<file path="src/rtl/crs_pkg.sv">
// Package: constants, types and parity function shared by the CLTU receiver files.
package crs_pkg;

  localparam int unsigned BLOCK_BYTES = 7;
  localparam int unsigned BLOCK_W     = BLOCK_BYTES * 8;
  localparam int unsigned CNT_W       = $clog2(BLOCK_BYTES + 1);
  localparam int unsigned OUT_W       = 56;
  localparam int unsigned PAR_W       = 7;

  localparam logic [7:0]       SYNC_FIRST  = 8'hEB;
  localparam logic [7:0]       SYNC_SECOND = 8'h90;
  localparam logic [PAR_W-1:0] GEN_TAPS    = 7'h45;

  typedef enum logic [1:0] {
    EV_NONE  = 2'd0,
    EV_START = 2'd1,
    EV_BLOCK = 2'd2,
    EV_FAIL  = 2'd3
  } event_e;

  typedef struct packed {
    event_e           evt;
    logic [OUT_W-1:0] data;
  } result_t;

  // One byte through the (63,56) BCH parity register, MSB first.
  function automatic logic [PAR_W-1:0] parity_update(input logic [PAR_W-1:0] acc,
                                                     input logic [7:0]       b);
    logic [PAR_W-1:0] a;
    logic             fb;
    a = acc;
    for (int i = 7; i >= 0; i--) begin
      fb = b[i] ^ a[PAR_W-1];
      a  = {a[PAR_W-2:0], 1'b0};
      if (fb) begin
        a = a ^ GEN_TAPS;
      end
    end
    return a;
  endfunction

  // Block store to output width: low bits kept, zero-extended when narrower.
  function automatic logic [OUT_W-1:0] to_out(input logic [BLOCK_W-1:0] store);
    logic [63:0] wide;
    wide = 64'(store);
    return wide[OUT_W-1:0];
  endfunction

endpackage

</file>
<file path="src/rtl/crs_core.sv">
// Receiver core: sync hunt, block collection and parity check, one byte per step.
module crs_core (
  input  logic              clk_i,
  input  logic              rst_ni,
  input  logic              step_i,
  input  logic [7:0]        rx_byte_i,
  output crs_pkg::result_t  res_o
);

  logic                              in_sync_q, in_sync_d;
  logic [crs_pkg::CNT_W-1:0]         cnt_q, cnt_d;
  logic [crs_pkg::PAR_W-1:0]         par_q, par_d;
  logic [crs_pkg::BLOCK_W-1:0]       store_q, store_d;
  logic [7:0]                        want;
  logic [7:0]                        expect_byte;

  always_comb begin
    in_sync_d   = in_sync_q;
    cnt_d       = cnt_q;
    par_d       = par_q;
    store_d     = store_q;
    res_o.evt   = crs_pkg::EV_NONE;
    res_o.data  = '0;
    want        = (cnt_q == '0) ? crs_pkg::SYNC_FIRST : crs_pkg::SYNC_SECOND;
    expect_byte = {~par_q, 1'b0};

    if (!in_sync_q) begin
      if (rx_byte_i == want && cnt_q == crs_pkg::CNT_W'(1)) begin
        in_sync_d = 1'b1;
        cnt_d     = '0;
        par_d     = '0;
        res_o.evt = crs_pkg::EV_START;
      end else if (rx_byte_i == want) begin
        cnt_d = crs_pkg::CNT_W'(1);
      end else begin
        // restart the match, counting this byte if it opens the sequence
        cnt_d = (rx_byte_i == crs_pkg::SYNC_FIRST) ? crs_pkg::CNT_W'(1) : '0;
      end
    end else if (cnt_q < crs_pkg::CNT_W'(crs_pkg::BLOCK_BYTES)) begin
      store_d = crs_pkg::BLOCK_W'({store_q, rx_byte_i});
      par_d   = crs_pkg::parity_update(par_q, rx_byte_i);
      cnt_d   = crs_pkg::CNT_W'(cnt_q + 1'b1);
    end else begin
      if (rx_byte_i == expect_byte) begin
        res_o.evt  = crs_pkg::EV_BLOCK;
        res_o.data = crs_pkg::to_out(store_q);
      end else begin
        res_o.evt = crs_pkg::EV_FAIL;
        in_sync_d = 1'b0;
      end
      cnt_d = '0;
      par_d = '0;
    end
  end

  always_ff @(posedge clk_i or negedge rst_ni) begin
    if (!rst_ni) begin
      in_sync_q <= 1'b0;
      cnt_q     <= '0;
      par_q     <= '0;
    end else if (step_i) begin
      in_sync_q <= in_sync_d;
      cnt_q     <= cnt_d;
      par_q     <= par_d;
    end
  end

  always_ff @(posedge clk_i) begin
    if (step_i) begin
      store_q <= store_d;
    end
  end

endmodule

</file>
<file path="src/rtl/cltu_stream_receiver.sv">
// Top level: CLTU byte-stream receiver with registered result channel.
//
//  channel | signals                                   | direction
//  --------+-------------------------------------------+----------
//  in      | in_valid_i, in_ready_o, rx_byte_i         | sink
//  out     | out_valid_o, out_ready_i, event_res_o,    | source
//          | block_data_o                              |
//
// Every accepted byte yields exactly one result, registered and shown in the
// next cycle; the core state and the result register both update on the input transfer.
// Sustained rate is one byte per cycle; in_ready_o drops only while a
// result sits in the output register and out_ready_i is low.
// Reset returns the receiver to hunting with an empty output register.
module cltu_stream_receiver (
  input  logic                      clk_i,
  input  logic                      rst_ni,
  input  logic                      in_valid_i,
  output logic                      in_ready_o,
  input  logic [7:0]                rx_byte_i,
  output logic                      out_valid_o,
  input  logic                      out_ready_i,
  output logic [1:0]                event_res_o,
  output logic [crs_pkg::OUT_W-1:0] block_data_o
);

  logic             out_valid_q, out_valid_d;
  crs_pkg::result_t res_d, res_q;
  logic             in_xfer;

  assign in_ready_o = !out_valid_q || out_ready_i;
  assign in_xfer    = in_valid_i && in_ready_o;

  crs_core u_core (
    .clk_i     (clk_i),
    .rst_ni    (rst_ni),
    .step_i    (in_xfer),
    .rx_byte_i (rx_byte_i),
    .res_o     (res_d)
  );

  always_comb begin
    out_valid_d = out_valid_q;
    if (in_xfer) begin
      out_valid_d = 1'b1;
    end else if (out_ready_i) begin
      out_valid_d = 1'b0;
    end
  end

  always_ff @(posedge clk_i or negedge rst_ni) begin
    if (!rst_ni) begin
      out_valid_q <= 1'b0;
    end else begin
      out_valid_q <= out_valid_d;
    end
  end

  always_ff @(posedge clk_i) begin
    if (in_xfer) begin
      res_q <= res_d;
    end
  end

  assign out_valid_o  = out_valid_q;
  assign event_res_o  = res_q.evt;
  assign block_data_o = res_q.data;

endmodule

</file>
<file path="config.mk">
export PLATFORM = sky130hd
export DESIGN_NAME = cltu_stream_receiver
export DESIGN_NICKNAME = d
export VERILOG_FILES = /design/src/rtl/crs_pkg.sv /design/src/rtl/crs_core.sv /design/src/rtl/cltu_stream_receiver.sv
export SDC_FILE = /design/constraint.sdc
export NUM_CORES = 1
export LEC_CHECK = 0
export ABC_AREA = 1
export CORE_AREA = 2 2 103 105
export CTS_CLUSTER_DIAMETER = 80
export DETAILED_ROUTE_END_ITERATION = 16
export DIE_AREA = 0 0 105 107
export DONT_BUFFER_PORTS = 1
export PLACE_DENSITY = 0.73
export SYNTH_ARGS = -nofsm -noshare
export SYNTH_HDL_FRONTEND = slang
export SYNTH_SLANG_ARGS = --single-unit
</file>
<file path="constraint.sdc">
create_clock -name clk_i -period 7.1 [get_ports clk_i]
set_input_delay 1.42 -clock clk_i [delete_from_list [all_inputs] [get_ports clk_i]]
set_output_delay 1.42 -clock clk_i [all_outputs]
set_load 0.01 [all_outputs]
</file>
==> results of run 1 <==
-- cells in the mapped netlist (all sizes together), types with 2 or more instances --
library cell	instances	area [µm²]
a21oi	3	15.0
buf	5	25.0
dfrtp	12	300
edfxtp	114	3420
ha	3	37.5
inv	78	293
nand2	51	229
nand3	21	143
nor2	66	255
nor3	2	10.0
nor4	2	18.8
o21ai	3	15.0
o22ai	2	12.5
o31ai	2	15.0
xnor2	6	60.1
xor2	5	43.8
-- power by group through the flow --
stage	logic (µW)	clock network [µW]	registers (µW)
after CTS	418	806	956
after floorplan	345	0	959
after detailed placement	417	0	969
after global routing	476	848	964
after global placement	409	0	966
final	413	790	956
-- critical path, stage by stage --
cell,delay [ps]
inv_1,20
nand2_1,130
nand2_1,150
inv_2,70
buf_4,590
nand2_1,210
nor2_4,550
buf_4,550
-- cells by family after synthesis --
kind of cell             after synthesis  synth area share
XOR/XNOR                              11            0.0211
AO/OA/AOI/OAI                         13            0.0165
adder cells (fa/ha/maj)                3           0.00762
buffers and inverters                 84            0.0652
AND/OR/NAND/NOR                      143             0.134
flip-flops                           126             0.755
-- state kept, by name, indices dropped and copies added, names as in the netlist --
| register | count |
|---|---|
| u_core.cnt_q | 3 |
| event_res_o | 2 |
| u_core.in_sync_q | 1 |
| out_valid_o | 1 |
| block_data_o | 56 |
| u_core.store_q | 56 |
| u_core.par_q | 7 |
-- layout make-up --
class                      instances  area share
clock buffer                      18      0.0740
clock inverter                    14      0.0239
inverter                          78      0.0518
multi-input combinational        170       0.158
sequential                       126       0.659
tap                              136      0.0301
timing repair buffer               2     0.00266
-- per-stage QoR --
step / util / std cells / cell area [µm²] / power [µW] / setup WS (ps)
after global placement: 0.505 / 512 / 5100 / 1370 / 3080
after global routing: 0.560 / 544 / 5650 / 2290 / 3300
after floorplan: - / 380 / 4930 / 1300 / 802
final: 0.560 / 544 / 5650 / 2160 / 3520
after CTS: 0.560 / 544 / 5650 / 2180 / 3480
after detailed placement: 0.505 / 512 / 5100 / 1390 / 2930
-- per-layer routing --
metal	vias to the layer above	global-route usage	share of wire
met5	-	0	0
met4	0	0.0486	0.011
met3	7	0.0693	0.059
met2	75	0.240	0.48
met1	1247	0.184	0.45
li1	1275	-	-
-- final timing paths --
check | from | endpoint | slack [ps] | cells past startpoint
setup reg to reg | out_valid_o | u_core.store_q[26] | 4000 | 7
min in group asynchronous | rst_ni | out_valid_o | 600 | 0
hold / removal | u_core.store_q[22] | u_core.store_q[30] | 440 | 0
setup / recovery | out_ready_i | u_core.store_q[26] | 3520 | 8
hold reg to reg | u_core.store_q[22] | u_core.store_q[30] | 440 | 0
max in group asynchronous | rst_ni | u_core.par_q[1] | 6420 | 0
==> impl_results.md, run 1 <==
* Status: completed
* First-pass GRT wire length at 12.8 mm
* DRC Markers at 0
* Cell area after synthesis at 0.00493 mm²
* Leak at 0.00234 µW
* Vias in the first global route at 2574
* FMAX at 280 MHz
* Slew @ Worst Pin at 1010 ps
* Detailed placement HPWL at 4.97 mm
* Max FO, Critical Path at 63
* Die width at 105 µm
* First DRT Iteration DRCs at 119
* GR Util All Layers at 0.151
* Via density at 4.79
* I/O pin count at 72
* Largest net degree at the start of global routing at 64
* Crit. End Element: flip-flop
* Max Slew Vio Count at 0
* Final #Nets at 410
* Commonest non-fill, non-tap cell in the layout: edfxtp_1
* Number of synthesized flops with an enable pin at 114
* Ys Warns at 0
* DR vias at 2604
* Reg area at 0.00372 mm²
* Commonest cells after routing, fill and taps aside: 114 x edfxtp_1, 73 x inv_1, 64 x nor2_1, 37 x nand2_1, 16 x clkbuf_16
* Cell Pwr Density at 382 mW/mm²
* Post-synth cell types at 30
* RSZ-0062 raised after global routing: false
* Multi-input logic area at 895 µm²
* Final Critical Period at 3580 ps
* Mean Syn Cell Area at 13.0 µm²
* CP Class: in2reg
* Starting density of the core at 0.488
* Routed Antenna Nets at 0
* Root Buffer: clkbuf_8
* Max-cap violations at 0
* # resized after CTS at 0
* Clock buffer count from CTS at 17
* Drt total wl at 7.75 mm
* Gate power share at 0.191
* Switching share of power at 0.301
* Remaining Overflow, GRT at 0
* Post-CTS Hold Fix Bufs at 0
* # port buffers at 0
* Setup-violating endpoint count in the final report at 0
* Antenna cells at 0
* H-tree depth at 4
* Slew Limit Headroom at 0.321
* Clock sinks at 126
* Peak VDD IR at 180 µV
* Syn_nets at 395
* Area growth syn-to-layout at 14.6%
* Clock tree buffer depth at 2
* Core Area at 0.0101 mm²
* Sequential share of power at 0.443
* Sequential area share after synthesis at 0.755
* Worst setup SP type: primary input
* Post-synthesis cell count at 380
* Period utilisation layout at 0.504
* Sw power at 649 µW
* WP data arrival at 3720 ps
* Synth async-reset ratio at 0.0952
* # Post-CTS Setup Buffers at 0
* P_int at 1510 µW
* Worst hold slack at 441 ps
* Clock share of power at 0.366
* Setup_tns at 0 ps
* Initial antenna violation count at 0
* Main flop type after synthesis: edfxtp_1
* Row cnt at 37
* Die area at 0.0112 mm²
* # fillers at 830
* Clock Latency Late Sink at 510 ps
* Die height at 107 µm
* Final clock skew at 7.55 ps
* Worst EP required at 7240 ps
* TritonCTS clock tree: yes
* Worst hold path class: reg2reg
* Final hold vios at 0
* Layout cell share with drive strength beyond 1 at 0.152
* DR pass1 iterations at 4
* DR WL/cell at 14.2 µm
* Reg clk slew, reported paths at 60 ps
* Synthesized flop and latch total at 126
* GPL Wtd Cong at 0.836
No activity file was read; power rests on OpenSTA's default activity.
==> run 2, diff against run 1 <==
- ABC_AREA: 1 -> 0
- CORE_AREA: 2 2 103 105 -> 2 2 100 102
- DIE_AREA: 0 0 105 107 -> 0 0 102 104
- clock period: 7.1 -> 3.3 ns (I/O delays scaled with it)
==> impl_results.md, run 2 <==
* RSZ-0062 raised after global routing: false
* Via density at 4.93
* Commonest non-fill, non-tap cell in the layout: edfxtp_1
* # resized after CTS at 0
* Routed Antenna Nets at 0
* Worst setup SP type: flip-flop
* Max FO, Critical Path at 44
* Slew @ Worst Pin at 749 ps
* DR pass1 iterations at 4
* CP max stage delay at 460 ps
* Status: completed
* Die area at 0.0106 mm²
* Layout cell share with drive strength beyond 1 at 0.128
* Hold-critical path depth at 0
* Post-synth cell types at 32
* Setup-violating endpoint count in the final report at 0
* WP data arrival at 2380 ps
* Die width at 102 µm
* Slowest-stage cell, CP: or3_1
* Vias in the first global route at 2282
* Critical Path Source: out_valid_o
* Hold Path Sink: u_core.store_q[4]
* Detailed placement HPWL at 4.30 mm
* Final Critical Period at 2200 ps
* Synth top area share at 0.731
* Clock tree buffer depth at 2
* Ys Warns at 0
* Largest net degree at the start of global routing at 62
* Sequential area share after synthesis at 0.795
* Setup_tns at 0 ps
* Reg2reg setup slack at 1100 ps
* Final clock skew at 8.87 ps
* Cell area after synthesis at 0.00468 mm²
* FMAX at 454 MHz
* Worst hold slack at 259 ps
* Buf/Inv on CP at 2
* Syn_nets at 284
* Clock Latency Late Sink at 500 ps
* CP top delay family: simple AND/OR/NAND/NOR gates
* Cell count of the worst reg-to-reg path at 5
* Commonest cells after routing, fill and taps aside: 114 x edfxtp_1, 57 x and2_1, 16 x clkbuf_16, 15 x xnor2_1, 12 x dfrtp_1
* Period utilisation layout at 0.667
* Worst EP required at 3480 ps
* Antenna cells at 0
* Reg clk slew, reported paths at 60 ps
* CP Class: reg2reg
* Final hold vios at 0
* Terminus of the critical flop-to-flop path: u_core.store_q[2]
* Post-synthesis cell count at 269
* GR Util All Layers at 0.146
* Core Area at 0.00955 mm²
* # port buffers at 0
* Die height at 104 µm
* Leak at 0.00196 µW
* Root Buffer: clkbuf_8
* Post-synth top cells: 114 x edfxtp_1, 57 x and2_1, 15 x xnor2_1
* Clock sinks at 126
* Max Slew Vio Count at 0
* # fillers at 718
* Remaining Overflow, GRT at 0
* DRC Markers at 0
* Synthesized flop and latch total at 126
* H-tree depth at 4
* Max-cap violations at 0
* Min-delay src: rx_byte_i[4]
* Most frequent cell after synthesis: edfxtp_1
* Row cnt at 36
* First DRT Iteration DRCs at 74
* First-pass GRT wire length at 11.6 mm
* I/O pin count at 72
* Starting density of the core at 0.490
* TritonCTS clock tree: yes
* Initial antenna violation count at 0
* Final #Nets at 299
* Slew Limit Headroom at 0.500
* R2r startpoint: out_valid_o
* Mean Syn Cell Area at 17.4 µm²
* Main flop type after synthesis: edfxtp_1
* Cell Pwr Density at 737 mW/mm²
* Number of synthesized flops with an enable pin at 114
* Area contributors post-synth: edfxtp_1 73%, and2_1 7.6%, dfrtp_1 6.4%
* Area growth syn-to-layout at 17.9%
* Drt total wl at 7.01 mm
* Peak VDD IR at 351 µV
* Crit. End Element: flip-flop
* Clock buffer count from CTS at 17
* Synth area leader: edfxtp_1
* GPL Wtd Cong at 0.778
* Worst hold path class: in2reg
* Crit path cell chain: nand2b_1 > nand2_2 > or3_1 > inv_2 > buf_12
* Synth async-reset ratio at 0.0952
* DR vias at 2118
* DR WL/cell at 16.3 µm
## run 2: cell count changes after synthesis, sizes merged, moves of 4 or more
| cell | previous run | this run |
|---|---|---|
| inv | 78 | 12 |
| nand3 | 21 | 3 |
| nand2 | 51 | 4 |
| xnor2 | 6 | 15 |
| clkbuf | 1 | 6 |
| o22ai | 2 | 6 |
| and2 | 0 | 57 |
| buf | 5 | 1 |
| nor2 | 66 | 2 |
| nand2b | 0 | 4 |
## run 2: through the flow
step,utilization,power (µW),setup slack (ps),cells,area (µm²)
2_1_floorplan,-,2050,300,269,4680
3_3_place_gp,0.509,2100,848,397,4860
3_5_place_dp,0.509,2100,790,397,4860
4_1_cts,0.578,4110,1070,430,5520
5_1_grt,0.578,4210,925,430,5520
6_report,0.578,4070,1100,430,5520
## run 2: layout make-up
class | instances | area [µm²] | area share
inverter | 12 | 45.0 | 0.00816
sequential | 126 | 3720 | 0.675
timing repair buffer | 3 | 50.0 | 0.00907
clock buffer | 17 | 414 | 0.0750
tap | 133 | 166 | 0.0302
clock inverter | 15 | 231 | 0.0419
multi-input combinational | 124 | 888 | 0.161
## run 2: worst max path at each step
| stage | endpoint | cells past startpoint |
|---|---|---|
| floorplan | u_core.store_q[0] | 5 |
| global placement | u_core.par_q[2] | 5 |
| detailed placement | u_core.par_q[3] | 5 |
| CTS | u_core.store_q[18] | 5 |
| global route | block_data_o[32] | 4 |
| finish | u_core.store_q[2] | 5 |
## run 2: cells by family after synthesis
group / Yosys count / share of synthesized area
xor+xnor: 21 / 0.0481
flops: 126 / 0.795
buf+inv: 19 / 0.0152
compound gates: 19 / 0.0270
simple gates: 81 / 0.106
fa+ha+maj: 3 / 0.00802
## run 2: worst reg2reg max path, stage by stage (launching register included)
cell and delay, ps:
dfrtp_1 410, nand2b_1 190, nand2_2 180, or3_1 460
inv_2 310, buf_12 300
## run 2: report_power, final
part           leakage (µW)  total, µW  internal (µW)  switching (µW)
clock network      0.000312       1990           1320             675
registers           0.00122       1810           1780            37.9
logic              0.000431        260            134             126
## run 2: metal layers
metal / global-route usage / up-vias / wire [µm]
met2: 0.235 / 72 / 3520
met3: 0.0699 / 7 / 472
met4: 0.0514 / 0 / 58
met5: 0 / - / 0
met1: 0.171 / 1032 / 2960
li1: - / 1007 / -
## run 2: repair_timing
action / CTS / global route
buffers inserted: 0 / 0
hold endpoints to repair: 12 / 0
hold buffers: 1 / 0
==> run 3, diff against run 2 <==
- clock period: 3.3 -> 2.1 ns (I/O delays scaled with it)
==> impl_results.md, run 3 (synthesis gave the netlist of run 2 again) <==
* H-tree depth at 4
* Clock Latency Late Sink at 510 ps
* Slowest-stage cell, CP: or4_4
* Die height at 104 µm
* WP data arrival at 2430 ps
* Worst hold path class: in2reg
* Crit. End Element: flip-flop
* DR vias at 2288
* Root Buffer: clkbuf_8
* Layout cell share with drive strength beyond 1 at 0.177
* Largest net degree at the start of global routing at 62
* Via density at 5.08
* Reg area at 0.00372 mm²
* DR pass1 iterations at 5
* Worst EP required at 2480 ps
* Clock tree buffer depth at 2
* FMAX at 490 MHz
* First-pass GRT wire length at 11.8 mm
* # fillers at 749
* CP Class: reg2reg
* Final hold vios at 0
* Area growth syn-to-layout at 21.4%
* Final #Nets at 320
* Die area at 0.0106 mm²
* Drt total wl at 7.44 mm
* Slew @ Worst Pin at 589 ps
* Multi-input logic area at 945 µm²
* Remaining Overflow, GRT at 0
* Clock sinks at 126
* TritonCTS clock tree: yes
* DRC Markers at 0
* Fin cells at 450
* GPL Wtd Cong at 0.806
* Row cnt at 36
* Period utilisation layout at 0.972
* Setup-violating endpoint count in the final report at 0
* Die width at 102 µm
* Reg2reg setup slack at 60 ps
* Commonest non-fill, non-tap cell in the layout: edfxtp_1
* Initial antenna violation count at 0
* Max FO, Critical Path at 7
* GR Util All Layers at 0.151
* Worst setup SP type: flip-flop
* Commonest cells after routing, fill and taps aside: 114 x edfxtp_1, 57 x and2_1, 16 x clkbuf_16, 15 x xnor2_1, 12 x dfrtp_1
* Clock buffer count from CTS at 17
* Routed Antenna Nets at 0
* Core Area at 0.00955 mm²
* Detailed placement HPWL at 4.44 mm
* First DRT Iteration DRCs at 82
* DR WL/cell at 16.5 µm
* I/O pin count at 72
* Antenna cells at 0
* Crit path cell chain: inv_1 > ha_2 > nor2b_4 > or4_4 > a211o_1 > a21oi_4 > o22ai_2
* Utilization after layout at 0.595
* Status: completed
* Placed cells at 405
* Max-cap violations at 0
* Slew Limit Headroom at 0.606
* Max Slew Vio Count at 0
* Final Critical Period at 2040 ps
* Cell Pwr Density at 1050 mW/mm²
* # port buffers at 0
* Reg clk slew, reported paths at 60 ps
* Vias in the first global route at 2290
* Peak VDD IR at 477 µV
* Final clock skew at 14.5 ps
* Starting density of the core at 0.490
* Leak at 0.00203 µW
* CP max stage delay at 420 ps
run 3: changes by cell type in the layout (fill, tap and decap cells not counted), moves of 2 or more:
cell	previous run	this run
bufinv_16	5	2
inv_6	5	1
clkinv_4	3	0
clkinv_2	0	5
clkinvlp_4	1	5
dlygate4sd3_1	1	10
o22ai_2	0	2
buf_12	2	4
buf_4	0	10
o22ai_1	6	4
run 3: metal layers:
metal  vias up  share of wire  track usage
met2        86           0.51        0.227
met3         8          0.058       0.0638
met5         -              0            0
li1       1047              -            -
met1      1147           0.42        0.189
met4         0          0.011       0.0686
run 3: cell type report:
cell class,count,area share
sequential,126,0.655
clock buffer,18,0.0735
multi-input combinational,124,0.166
timing repair buffer,24,0.0449
tap,133,0.0293
clock inverter,13,0.0218
inverter,12,0.00924
run 3: worst max-delay path, delay by kind of cell (launching register included):
kind	cells	cell delay (ps)
buffers and inverters	1	60
AOI/OAI and AO/OA	3	790
adders and majority gates	1	170
and+or+nand+nor	2	540
DFF	1	360
run 3: report_power, final:
| group | internal [µW] | switching (µW) |
|---|---|---|
| Sequential | 2790 | 61.0 |
| Clock | 1660 | 975 |
| Combinational | 260 | 214 |
run 3: metrics by stage:
| stage | setup WS, ps | total power, µW | TNS [ps] | hold WS (ps) | area, µm² |
|---|---|---|---|---|---|
| 6_report | 58.0 | 5960 | 0 | 125 | 5680 |
| 5_1_grt | -18.1 | 6190 | -32.1 | 116 | 5680 |
| 4_1_cts | 57.4 | 6010 | 0 | 88.7 | 5620 |
| 3_5_place_dp | -169 | 3340 | -1050 | 125 | 4980 |
| 3_3_place_gp | -107 | 3330 | -738 | 125 | 4980 |
| 2_1_floorplan | -26.6 | 3230 | -1630 | 124 | 4720 |
run 3: worst paths after layout:
kind                               startpoint                 end  cells past startpoint
max                           u_core.cnt_q[0]     u_core.par_q[3]                      7
max reg2reg                   u_core.cnt_q[0]     u_core.par_q[3]                      7
min reg2reg                u_core.store_q[18]  u_core.store_q[26]                      0
min                                in_valid_i     u_core.cnt_q[0]                      2
max in group asynchronous              rst_ni     u_core.cnt_q[2]                      1
min in group asynchronous              rst_ni     u_core.par_q[0]                      1
run 3: repair_timing:
action	4_1_cts	5_1_grt
resized for setup	0	10
hold buffers	10	0
hold endpoints to repair	21	0
endpoints found under the setup margin	0	7
buffers inserted	0	4
